**src/rtl/great_circle_distance_defines.svh**
```systemverilog
// assertion macros for the great-circle distance block
`ifndef GREAT_CIRCLE_DISTANCE_DEFINES_SVH
`define GREAT_CIRCLE_DISTANCE_DEFINES_SVH

`ifndef SYNTHESIS

// condition in this cycle implies the expression in the next cycle
`define GCD_ASSERT_NEXT(lbl, ck, rn, cond, expr) \
    lbl: assert property (@(posedge ck) disable iff (!rn) (cond) |=> (expr)) \
        else $error("great-circle distance pipeline check failed");

// condition implies the expression in the same cycle
`define GCD_ASSERT_IMPL(lbl, ck, rn, cond, expr) \
    lbl: assert property (@(posedge ck) disable iff (!rn) (cond) |-> (expr)) \
        else $error("great-circle distance pipeline check failed");

`else

`define GCD_ASSERT_NEXT(lbl, ck, rn, cond, expr)
`define GCD_ASSERT_IMPL(lbl, ck, rn, cond, expr)

`endif

`endif

```
**src/rtl/gcd_pkg.sv**
```systemverilog
`timescale 1ns / 1ps

package gcd_pkg;

    // latency of one sine/cosine unit and of one degree-to-angle unit
    localparam int SC_LAT  = 15;
    localparam int ANG_LAT = 3;

    // sine and cosine as magnitude and sign, q32
    typedef struct packed {
        logic [32:0] sin_mag;
        logic        sin_neg;
        logic [32:0] cos_mag;
        logic        cos_neg;
    } trig_t;

    // working value and partial root of the square-root chain
    typedef struct packed {
        logic [63:0] v;
        logic [63:0] res;
    } sqrt_t;

    // partial arcsine, compare target and clamp flag
    typedef struct packed {
        logic [29:0] th;
        logic [32:0] target;
        logic        sat;
    } asin_t;

endpackage

```
**src/rtl/gcd_sqrt_cell.sv**
```systemverilog
`timescale 1ns / 1ps

module gcd_sqrt_cell #(
    parameter int BIT_POS = 62
)
(
    input  logic           clk,
    input  logic           en,
    input  gcd_pkg::sqrt_t din,
    output gcd_pkg::sqrt_t dout
);
    import gcd_pkg::*;

    localparam logic [63:0] BIT = 64'd1 << BIT_POS;

    logic [63:0] trial;
    logic        take;
    sqrt_t       dout_next;
    sqrt_t       dout_reg;

    // one root bit: compare, subtract and shift
    always_comb
    begin
        trial = din.res + BIT;
        take  = din.v >= trial;
        dout_next.v   = take ? (din.v - trial) : din.v;
        dout_next.res = take ? ((din.res >> 1) + BIT) : (din.res >> 1);
    end

    always_ff @(posedge clk)
    begin
        if (en)
        begin
            dout_reg <= dout_next;
        end
    end

    assign dout = dout_reg;

endmodule

```
**config.mk**
```make
export PLATFORM = sky130hd
export DESIGN_NAME = gcd_sqrt_cell
export DESIGN_NICKNAME = d
export VERILOG_FILES = /design/src/rtl/great_circle_distance_defines.svh /design/src/rtl/gcd_pkg.sv /design/src/rtl/gcd_sqrt_cell.sv
export SDC_FILE = /design/constraint.sdc
export NUM_CORES = 1
export LEC_CHECK = 0
export BUFFER_PORTS_ARGS = -buffer_cell sky130_fd_sc_hd__buf_2
export CAP_MARGIN = 15
export CELL_PAD_IN_SITES_DETAIL_PLACEMENT = 1
export CELL_PAD_IN_SITES_GLOBAL_PLACEMENT = 1
export CORE_MARGIN = 2
export CORE_UTILIZATION = 36
export DETAILED_ROUTE_END_ITERATION = 8
export GPL_ROUTABILITY_DRIVEN = 1
export PLACE_DENSITY = 0.88
export SETUP_SLACK_MARGIN = 0.05
export SLEW_MARGIN = 10
export SYNTH_ARGS = -nofsm -noshare
export SYNTH_HDL_FRONTEND = slang
export SYNTH_SLANG_ARGS = --single-unit
```
**constraint.sdc**
```tcl
create_clock -name clk -period 2.9 [get_ports clk]
set_input_delay 0.145 -clock clk [delete_from_list [all_inputs] [get_ports clk]]
set_output_delay 0.145 -clock clk [all_outputs]
set_load 0.02 [all_outputs]
```
# Word-level counts from Yosys, hierarchy flattened
# Cells that the tools add are included.
# totals
regBits	128
out_inout_bits	128
# op_classes
n_addsub	3
n_lt_le_gt_ge	1
mux	2
# ops
cell	n
$add A63 B63 Y64 const B	1
$add A64 B63 Y64 const B	1
$ge A64 B64 Y1	1
$mux W64	1
$sub A64 B64 Y64	1
$mux W63	1

# Logic depth before layout (Yosys ltp)
# logic_depth
ltp_word	3
ltp_mapped	14

# Least setup slack after synthesis
# OpenSTA, ideal clock, no wires.
# synth_timing
path_type	input-to-reg
from	in din[16] (netlist name)
to	reg dout_reg, in the netlist dout[124], data pin
setup_time_ps	257
t_arrival_ps	2751
required_time_ps	2643
path_slack_ps	-108
stages	12
n_path_buf	0
cell_sequence	inv_1 -> ha_1 -> and2_1 -> nand3_1 -> or3_1 -> a41o_1 -> nor3_2 -> o21ai_1 -> o41ai_4 -> or4b_1 -> a21oi_1 -> nor3_1
# synth_lines
element	line_no	source
start, declared	gcd_sqrt_cell.sv:9	input gcd_pkg::sqrt_t din,
end signal, assigned	gcd_sqrt_cell.sv:34	dout_reg <= dout_next;
end, declared	gcd_sqrt_cell.sv:19	sqrt_t dout_reg;

==> qor.txt <==
TIMING
-----------------------------------------------------------------------------------------
Setup-failing EPs final                                                                 0
Share of the clock period used by the worst path                                    0.968
Least-Margin Pin Slew                                                            0.562 ns
Max Freq                                                                          356 MHz
Shortest period the worst path allows                                             2.81 ns
Tightest slew margin relative to the limit                                          0.626
Slew Limit Fails                                                                        0
Setup slack after layout                                                        0.0929 ns
Hold violation count in the final report                                                0

CLOCK TREE
-----------------------------------------------------------------------------------------
Buffers from clock root to sink, at most                                                2
Clock tree from TritonCTS                                                             yes
Clock sink count                                                                      128
Total clock buffers created by CTS                                                     17
CTS Root Buffer Type                                                            clkbuf_16
Clock slew seen by the registers of the worst setup and hold paths                0.06 ns
Number of H-tree levels                                                                 4

POWER AND IR DROP
-----------------------------------------------------------------------------------------
Switching power share of the total                                                  0.337
Share of power burned in combinational logic                                        0.346
Clock power share                                                                   0.326
Fraction of power consumed by sequential logic                                      0.328
Maximum VDD drop                                                                 0.377 mV
Pwr dens                                                                      549 nW/um^2
Leakage power total                                                            0.00626 uW
P_int                                                                             4820 uW
Sw Pwr                                                                            2450 uW

HOLD PATH
-----------------------------------------------------------------------------------------
Hold Startpoint                                                                   din[34]
Hold Crit Endpoint                                                               dout[33]
Class of the worst hold path                                                       in2reg
Worst hold path depth                                                                   2

SETUP PATH
-----------------------------------------------------------------------------------------
Arrival time at the worst endpoint                                                2.99 ns
Worst Setup End Kind                                                             register
Type of the worst setup path                                                       in2reg
CP required                                                                       3.08 ns
Maximum fanout along the worst path                                                     5
CP startpoint kind                                                           primary input

DRT
-----------------------------------------------------------------------------------------
Vias per cell                                                                        5.41
Post-DRT Antenna Nets                                                                   0
Total number of vias                                                                9,345
Number of iterations in the first detailed-routing pass                                 5
DRC viols                                                                               0
Per-cell routed wire length                                                       21.8 um
First DRT Iteration DRCs                                                              505
Total detailed-routing wirelength                                               37,700 um

PLACED DESIGN
-----------------------------------------------------------------------------------------
Post-detail-place hpwl                                                          25,500 um
Routability cong.                                                                   0.879
Count of port buffers added during placement                                          257
Pre-CTS worst setup slack                                                       -0.656 ns
Total instance count after detailed placement                                       1,628

LAYOUT
-----------------------------------------------------------------------------------------
Commonest cells after routing, fill and taps aside                           buf_2, buf_4, edfxtp_1
Post-layout net count                                                               1,589
Layout cell share with drive strength beyond 1                                      0.394
Flip-flop count of the largest register after layout                                  128
Number of fill cells                                                                2,713
Growth of design area from synthesis to finish                                      53.9%
Most common cell after layout, fill and taps aside                                  buf_2
Share of the core filled with cells in the final layout                             0.564
Final Instance Count excl. Fillers                                                  1,727

RUN STATUS
-----------------------------------------------------------------------------------------
Outcome                                                                      finished clean

FLOORPLANNING
-----------------------------------------------------------------------------------------
Area of the core region                                                      23,500 sq um
Die outline width                                                                  159 um
DIE AREA                                                                     25,200 sq um
Number of top-level design ports                                                      258
Initial cell density of the core                                                    0.367
Overall die height                                                                 159 um
Cell row count                                                                         56

SYNTHESIS
-----------------------------------------------------------------------------------------
Mean instance size in the synthesized netlist                                  9.73 sq um
Portion of synthesized cell area occupied by the leading cell type                  0.446
Share of the yosys chip area belonging to registers                                 0.446
Synthesized instance count                                                            885
Top cells by area in the synthesized netlist                                 edfxtp_1, ha_1, a21oi_1
Cell accounting for the most synthesized area                                    edfxtp_1
Net count of the mapped netlist                                                     1,080
Synth warnings                                                                          0
Number of synthesized flops with an enable pin                                        128
Number of flip-flops and latches in the synthesized netlist                           128
Netlist area before placement                                                  8610 sq um
Synth Flop Type                                                                  edfxtp_1
Proportion of register bits with asynchronous set or reset after synthesis              0
Unique masters post-synth                                                              58

GRT
-----------------------------------------------------------------------------------------
Global-route wire length before repair                                          56,100 um
Number of global-route vias before repair                                          10,200
Final global-route overflow total                                                       0
Overall global routing resource usage                                               0.291
Number of antenna violations at the first check in global routing                       1
Largest net degree at the start of global routing                                      67

JOB
-----------------------------------------------------------------------------------------
Count of maximum capacitance violations                                                 0

## cells by family (layout without fill, tap and decap cells)
family,after synthesis,in the layout,synth area share
AO/OA/AOI/OAI,272,272,0.198
other,0,1,0
adder cells (fa/ha/maj),65,65,0.0953
flip-flops,128,128,0.446
buffers and inverters,115,637,0.0519
multiplexers,15,15,0.0195
XOR/XNOR,56,56,0.0570
AND/OR/NAND/NOR,234,234,0.132
## final cells by class
class	count	area, sq um	area share
Timing Repair Buffer	527	3500	0.264
Clock buffer	18	429	0.0324
Clock inverter	14	190	0.0144
Antenna cell	1	2.50	0.000189
Inverter	78	293	0.0221
Multi-Input combinational cell	642	4590	0.346
Sequential cell	128	3840	0.290
Tap cell	319	399	0.0301
## timing repair
item,CTS,global route
pin swaps,9,14
cloned,0,0
setup buffers,3,5
hold endpoints to repair,59,0
setup endpoints to repair,66,56
gates resized for setup,18,33
hold buffers,59,0
## worst max path at each step
stage | startpoint | cells past startpoint | slack (ns) | to
6_report | din[3] | 15 | 0.09 | dout[118]
5_1_grt | din[6] | 14 | -0.06 | dout[101]
4_1_cts | din[64] | 17 | 0.01 | dout[124]
3_5_place_dp | din[64] | 15 | -0.66 | dout[85]
3_3_place_gp | din[64] | 15 | -0.50 | dout[85]
2_1_floorplan | din[64] | 13 | 0.06 | dout[124]
## worst max-delay path: stages
cell and delay [ns]:
buf_2 0.11, inv_1 0.10, ha_4 0.22, o211ai_1 0.29, a21oi_4 0.07, o41ai_4 0.44, buf_4 0.20, nand4bb_1 0.16
and4_1 0.24, o21bai_1 0.13, buf_4 0.16, o21bai_4 0.11, a21boi_1 0.21, xnor2_1 0.11, mux2_2 0.27
## synthesized netlist by cell type (13+ instances only)
| cell type | count |
|---|---|
| nor2_1 | 82 |
| edfxtp_1 | 128 |
| and3_1 | 13 |
| a21o_1 | 49 |
| xor2_1 | 20 |
| inv_1 | 78 |
| xnor2_1 | 36 |
| nand3_1 | 14 |
| a21oi_1 | 111 |
| o21ai_0 | 40 |
| nand2_1 | 52 |
| ha_1 | 64 |
| nand4_1 | 18 |
| clkbuf_1 | 25 |
## power by group through the flow
stage	sequential [uW]	clock (uW)	combinational (uW)
after floorplan	2690	0	956
after global placement	2400	0	2160
after detailed placement	2410	0	2270
after CTS	2380	2380	2390
after global routing	2400	2430	2690
final	2390	2370	2520
## layer usage
| layer | track usage | vias to the layer above | wire (um) |
|---|---|---|---|
| li1 | - | 4246 | - |
| met1 | 0.317 | 4625 | 14200 |
| met2 | 0.539 | 350 | 19800 |
| met3 | 0.0482 | 124 | 1800 |
| met4 | 0.153 | 0 | 1840 |
| met5 | 0 | - | 0 |
## per-stage QoR
| step | TNS [ns] | instance area, sq um | power [uW] | hold WS (ns) |
|---|---|---|---|---|
| CTS | 0 | 13100 | 7150 | 0.00779 |
| floorplan | 0 | 8640 | 3650 | 0.244 |
| finish | 0 | 13200 | 7270 | 0.0216 |
| detailed placement | -37.89 | 11700 | 4680 | 0.339 |
| global route | -0.198 | 13200 | 7520 | 0.0174 |
| global placement | -26.98 | 11700 | 4560 | 0.338 |
No activity file was read; power rests on OpenSTA's default activity.
