`src/rtl/great_circle_distance_defines.svh`:
```
// assertion macros for the great-circle distance block
`ifndef GREAT_CIRCLE_DISTANCE_DEFINES_SVH
`define GREAT_CIRCLE_DISTANCE_DEFINES_SVH

`ifndef SYNTHESIS

// condition in this cycle implies the expression in the next cycle
`define GCD_ASSERT_NEXT(lbl, ck, rn, cond, expr) \
    lbl: assert property (@(posedge ck) disable iff (!rn) (cond) |=> (expr)) \
        else $error("great-circle distance pipeline check failed");

// condition implies the expression in the same cycle
`define GCD_ASSERT_IMPL(lbl, ck, rn, cond, expr) \
    lbl: assert property (@(posedge ck) disable iff (!rn) (cond) |-> (expr)) \
        else $error("great-circle distance pipeline check failed");

`else

`define GCD_ASSERT_NEXT(lbl, ck, rn, cond, expr)
`define GCD_ASSERT_IMPL(lbl, ck, rn, cond, expr)

`endif

`endif

```
`src/rtl/gcd_pkg.sv`:
```
`timescale 1ns / 1ps

package gcd_pkg;

    // latency of one sine/cosine unit and of one degree-to-angle unit
    localparam int SC_LAT  = 15;
    localparam int ANG_LAT = 3;

    // sine and cosine as magnitude and sign, q32
    typedef struct packed {
        logic [32:0] sin_mag;
        logic        sin_neg;
        logic [32:0] cos_mag;
        logic        cos_neg;
    } trig_t;

    // working value and partial root of the square-root chain
    typedef struct packed {
        logic [63:0] v;
        logic [63:0] res;
    } sqrt_t;

    // partial arcsine, compare target and clamp flag
    typedef struct packed {
        logic [29:0] th;
        logic [32:0] target;
        logic        sat;
    } asin_t;

endpackage

```
`src/rtl/gcd_angle.sv`:
```
`timescale 1ns / 1ps

module gcd_angle #(
    parameter int WIDTH     = 25,
    parameter int FRAC_BITS = 16
)
(
    input  logic             clk,
    input  logic             en,
    input  logic [WIDTH-1:0] raw,
    output logic [31:0]      angle
);
    import gcd_pkg::*;

    localparam int SH = 32 - FRAC_BITS;
    // exact reciprocals of 360 for 25-bit and 33-bit dividends
    localparam logic [25:0] M1 = 26'(((64'd1 << 34) + 64'd359) / 64'd360);
    localparam logic [33:0] M2 = 34'(((64'd1 << 42) + 64'd359) / 64'd360);

    logic             neg;
    logic [WIDTH-1:0] negated;
    logic [24:0]      mag;
    logic [50:0]      prod1_reg;
    logic [24:0]      mag_reg;
    logic             neg1_reg;
    logic [16:0]      qm;
    logic [8:0]       rm;
    logic [32:0]      y;
    logic [66:0]      prod2_reg;
    logic [16:0]      qm_reg;
    logic             neg2_reg;
    logic [31:0]      a_val;
    logic [31:0]      angle_reg;

    // sign and magnitude of the degree value
    assign neg     = raw[WIDTH-1];
    assign negated = (~raw) + WIDTH'(1);
    assign mag     = 25'(neg ? negated : raw);

    // split magnitude into whole turns of 360 and a remainder
    assign qm = prod1_reg[50:34];
    assign rm = 9'(mag_reg - 25'(qm) * 25'd360);
    assign y  = (33'(rm) << SH) + 33'd180;

    // rounded binary angle
    assign a_val = (32'(qm_reg) << SH) + 32'(prod2_reg >> 42);

    always_ff @(posedge clk)
    begin
        if (en)
        begin
            prod1_reg <= 51'(mag) * 51'(M1);
            mag_reg   <= mag;
            neg1_reg  <= neg;
            prod2_reg <= 67'(y) * 67'(M2);
            qm_reg    <= qm;
            neg2_reg  <= neg1_reg;
            angle_reg <= neg2_reg ? (32'd0 - a_val) : a_val;
        end
    end

    assign angle = angle_reg;

endmodule

```
`config.mk`:
```
export PLATFORM = sky130hd
export DESIGN_NAME = gcd_angle
export DESIGN_NICKNAME = d
export VERILOG_FILES = /design/src/rtl/great_circle_distance_defines.svh /design/src/rtl/gcd_pkg.sv /design/src/rtl/gcd_angle.sv
export SDC_FILE = /design/constraint.sdc
export NUM_CORES = 1
export LEC_CHECK = 0
export BUFFER_PORTS_ARGS = -buffer_cell sky130_fd_sc_hd__buf_2
export CORE_MARGIN = 8
export CORE_UTILIZATION = 60
export CTS_BUF_LIST = sky130_fd_sc_hd__clkbuf_2
export CTS_CLUSTER_SIZE = 25
export DETAILED_ROUTE_END_ITERATION = 12
export PLACE_DENSITY = 0.78
export REMOVE_ABC_BUFFERS = 1
export SETUP_SLACK_MARGIN = 0.1
export SLEW_MARGIN = 20
export SYNTH_ARGS = -nofsm -noshare
export SYNTH_HDL_FRONTEND = slang
export SYNTH_SLANG_ARGS = --single-unit
```
`constraint.sdc`:
```
create_clock -name clk -period 10.5 [get_ports clk]
set_input_delay 0.525 -clock clk [delete_from_list [all_inputs] [get_ports clk]]
set_output_delay 0.525 -clock clk [all_outputs]
set_load 0.1 [all_outputs]
```
Word level (Yosys, flattened, before mapping)

Index checks and enable logic that the tools add are counted.

Flip-flop bits (word level): 177
Bits of input ports: 27
Output and inout port bits: 32
Word-level logic and storage cells: 18

Add/subtract/negate cells: 5
Multipliers: 3
Multiplexer cells: 2
Bitwise logic cells: 1

Operators by type and width:

| cell                     | count |
|---|---|
| $mul A26 B34 Y60 const B | 1 |
| $mul A25 B26 Y51 const B | 1 |
| $add A32 B25 Y32         | 1 |
| $mux W32                 | 1 |
| $sub A1 B32 Y32 const A  | 1 |
| $add A25 B8 Y26 const B  | 1 |
| $add A25 B1 Y25 const B  | 1 |
| $mux W25                 | 1 |
| $not A25 Y25             | 1 |
| $mul A17 B6 Y6 const B   | 1 |
| $sub A9 B9 Y9            | 1 |

Longest topological paths before layout

Depth in word-level cells: 4
Gate-level depth with buffers: 32
Gate-level depth less buffers: 32

Worst setup path before layout

Ideal clock, no wire load.

Kind: input to register
Start point: in raw[6]
End point: reg prod1_reg[49], data pin
Library setup time: 0.258 ns
Arrival: 9.198 ns
Data required time: 10.242 ns
Slack: 1.045 ns
Cell stages on the path: 26
Path buffers: 0
Cells stage by stage: or4_4 -> or4_4 -> or4_4 -> or4_4 -> nor4b_1 -> ha_1 -> fa_1 -> inv_1 -> fa_1 -> inv_1 -> fa_1 -> fa_1 -> fa_1 -> inv_1 -> fa_1 -> inv_1 -> ha_1 -> nand4_1 -> or4_1 -> or3_1 -> o211ai_1 -> nor2_1 -> o21ai_1 -> a21oi_1 -> a211o_1 -> xnor2_1

Word-level cells in the longest chain between the ends: 4

RTL lines:

| item                   | RTL line        | RTL |
|---|---|---|
| start: declaration     | gcd_angle.sv:10 | `input logic [WIDTH-1:0] raw,` |
| $not A25 Y25           | gcd_angle.sv:37 | `assign negated = (~raw) + WIDTH'(1);` |
| $add A25 B1 Y25        | gcd_angle.sv:37 |  |
| $mux W25 *             | gcd_angle.sv:38 | `assign mag = 25'(neg ? negated : raw);` |
| $mul A25 B26 Y51 *     | gcd_angle.sv:52 | `prod1_reg <= 51'(mag) * 51'(M1);` |
| end signal: assignment | gcd_angle.sv:52 |  |
| end: declaration       | gcd_angle.sv:23 | `logic [50:0] prod1_reg;` |

Every way passes the cells marked *; elsewhere a longest branch is shown, timed or not.
A chain may end at the register's enable or synchronous reset.

Final worst setup path

Start point: in raw[0]
End point: reg prod1_reg[49], data pin

Same word-level chain as after synthesis.

==> metrics <==
CTS clk-pin slew, worst paths=0.31 ns; top cells by area, synth=ha_1 30%, fa_1 23%, edfxtp_1 16%; Filler cells=2384; slowest stage delay, CP=0.57 ns; Detail Placement HPWL=34900 µm; H-Tree Level Count=3; routed via count=12500; fin util=63.3%; CTS buffer count=9; first-pass GRT wire length=66000 µm; relative slew slack=37.2%; slowest CP cell=or4_4; largest family of logic cells by synthesized area=adder cells; final net count=2490; Mapped Cells=1771; simple-gate area share of the yosys netlist=6.32%; status=finished clean; Critical Path RT=10.86 ns; sequential area share after synthesis=15.8%; postcts setup bufs=0; Hold-fix buffers, CTS=0; max reg flops=32; layout cells sized above 1=4.63%; Post-synth top cells=479 x inv_1, 427 x ha_1, 204 x fa_1; die height=188 µm; DR iter-0 viols=798; I/O Buffers=58; Worst Path Max Fanout=10; TNS Setup=0 ns; synth unique cells=55; Slew @ Worst Pin=0.942 ns; most numerous cell in the Yosys netlist=inv_1; antenna-violating nets left=0; mux contribution to synthesized area=0.113%; Top Ports=59; critical path type=in -> reg; drt first pass iters=5; routed len/inst=17.5 µm; min Tclk post-route=9.32 ns; cts repair resizes=0; Routability Congestion=1.03; Synth Cell Area=17700 µm²; Hold WC Path Type=in -> reg; count of final hold-check violations=0; gr usage total=23.1%; CP Launch Type=primary input; CTS tree=built; post-route clock period utilization=88.7%; clock skew=0.0542 ns; synthesis-to-finish area growth=4.93%; worst path arrival time=9.68 ns; FFs w/ async S/R, synth=0%; area leader, netlist=ha_1; number of synthesized register bits=93; largest net degree at the start of global routing=94; total gr overflow=0; vias in the first global route=13400; fmax=107 MHz; area share of the largest cell type after synthesis=30.2%; RSZ-0062 raised after global routing=false; DRC=0; Synthesis Warnings=0; row cnt=63; Root Driver=clkbuf_2; count of pins over their slew limit=0; worst-skew pair later-pin latency=0.56 ns; CP most frequent cell=fa_1; dominant synthesized flop cell=edfxtp_1; initial antenna violation count=1; EDFF count, synth=93; CP Capture Type=flip-flop; Core Footprint=29300 µm²; Die Footprint=35200 µm²; Synth Area in Adders=53.3%; Via-to-Cell Ratio=5.59; Horiz. Die Dim=188 µm; CTS max path bufs=2; Routed Wire Length=39100 µm; TritonCTS Sinks=93; final setup fails=0; Post-Syn Area per Cell=9.99 µm²; Starting Density=60.4%; XOR/XNOR Fraction of Synth Area=5.88%; complex-gate fraction of the synthesized area=8.26%; max cap viols=0
==> cells by family (layout without fill, tap and decap cells) <==
| family | Yosys count | after routing |
|---|---|---|
| AO/OA/AOI/OAI | 222 | 222 |
| XOR/XNOR | 118 | 118 |
| adder cells (fa/ha/maj) | 631 | 631 |
| buffers and inverters | 489 | 555 |
| flip-flops | 93 | 93 |
| multiplexers | 2 | 2 |
| other | 0 | 3 |
| AND/OR/NAND/NOR | 216 | 216 |
==> layout by cell type, fill, tap and decap left out, types with 5 or more instances in the layout <==
| master | count |
|---|---|
| xnor2_1 | 84 |
| ha_1 | 427 |
| nor4_1 | 5 |
| and3_1 | 10 |
| nand3_1 | 23 |
| o21ai_0 | 39 |
| clkbuf_2 | 9 |
| nand2_1 | 63 |
| nor2_1 | 35 |
| a21o_1 | 43 |
| inv_1 | 479 |
| o31ai_1 | 15 |
| o41ai_1 | 5 |
| o21bai_1 | 7 |
| nor3_1 | 16 |
| nor2b_1 | 8 |
| a21oi_1 | 57 |
| nand4_1 | 17 |
| a31oi_1 | 7 |
| a221oi_1 | 10 |
| nand2b_1 | 5 |
| and4_1 | 6 |
| xor2_1 | 33 |
| edfxtp_1 | 93 |
| a211oi_1 | 6 |
| or4_1 | 8 |
| buf_2 | 57 |
| o211ai_1 | 5 |
| fa_1 | 204 |
| or3_1 | 5 |
==> critical path, delay by kind of cell <==
kind | cells | cell delay (ns)
fa+ha+maj | 9 | 4.02
buf+inv | 7 | 0.79
xor+xnor | 1 | 0.12
compound gates | 4 | 1.33
simple gates | 8 | 2.89
==> final cells by class <==
cell class	count	area (µm²)	share of cell area (%)
Antenna cell	3	7.51	0.0404
Clock buffer	9	45.0	0.243
Clock inverter	7	58.8	0.317
Inverter	479	1800	9.68
Multi-Input combinational cell	1189	13100	70.4
Sequential cell	93	2790	15.0
Tap cell	390	488	2.63
Timing Repair Buffer	60	312	1.68
==> layer usage <==
layer	global-route usage, %	vias up	share of wire, %
li1	-	5953	-
met1	29.4	6058	43
met2	38.3	385	46
met3	6.33	60	8.1
met4	6.45	0	2.4
met5	0	-	0
==> through the flow <==
stage / hold slack (ns) / instance area [µm²] / instances / setup slack (ns)
6_report: 0.294 / 18600 / 2230 / 1.18
5_1_grt: 0.230 / 18600 / 2228 / 0.799
4_1_cts: 0.244 / 18600 / 2227 / 1.22
3_5_place_dp: 0.405 / 18500 / 2211 / 0.515
3_3_place_gp: 0.401 / 18500 / 2211 / 0.846
2_1_floorplan: 0.400 / 17700 / 1761 / 1.04
==> path summary, 6_finish.rpt <==
path,from,to,slack (ns),depth (start not counted)
worst max-delay path,raw[0],prod1_reg[49],1.18,29
worst min-delay path,raw[0],prod1_reg[0],0.29,1
worst max register to register,prod1_reg[36],prod2_reg[58],1.62,30
worst min register to register,prod1_reg[41],qm_reg[7],0.44,0
Power is not shown: default switching activity piles up to over one toggle a cycle in this logic, so the estimate is an artifact.
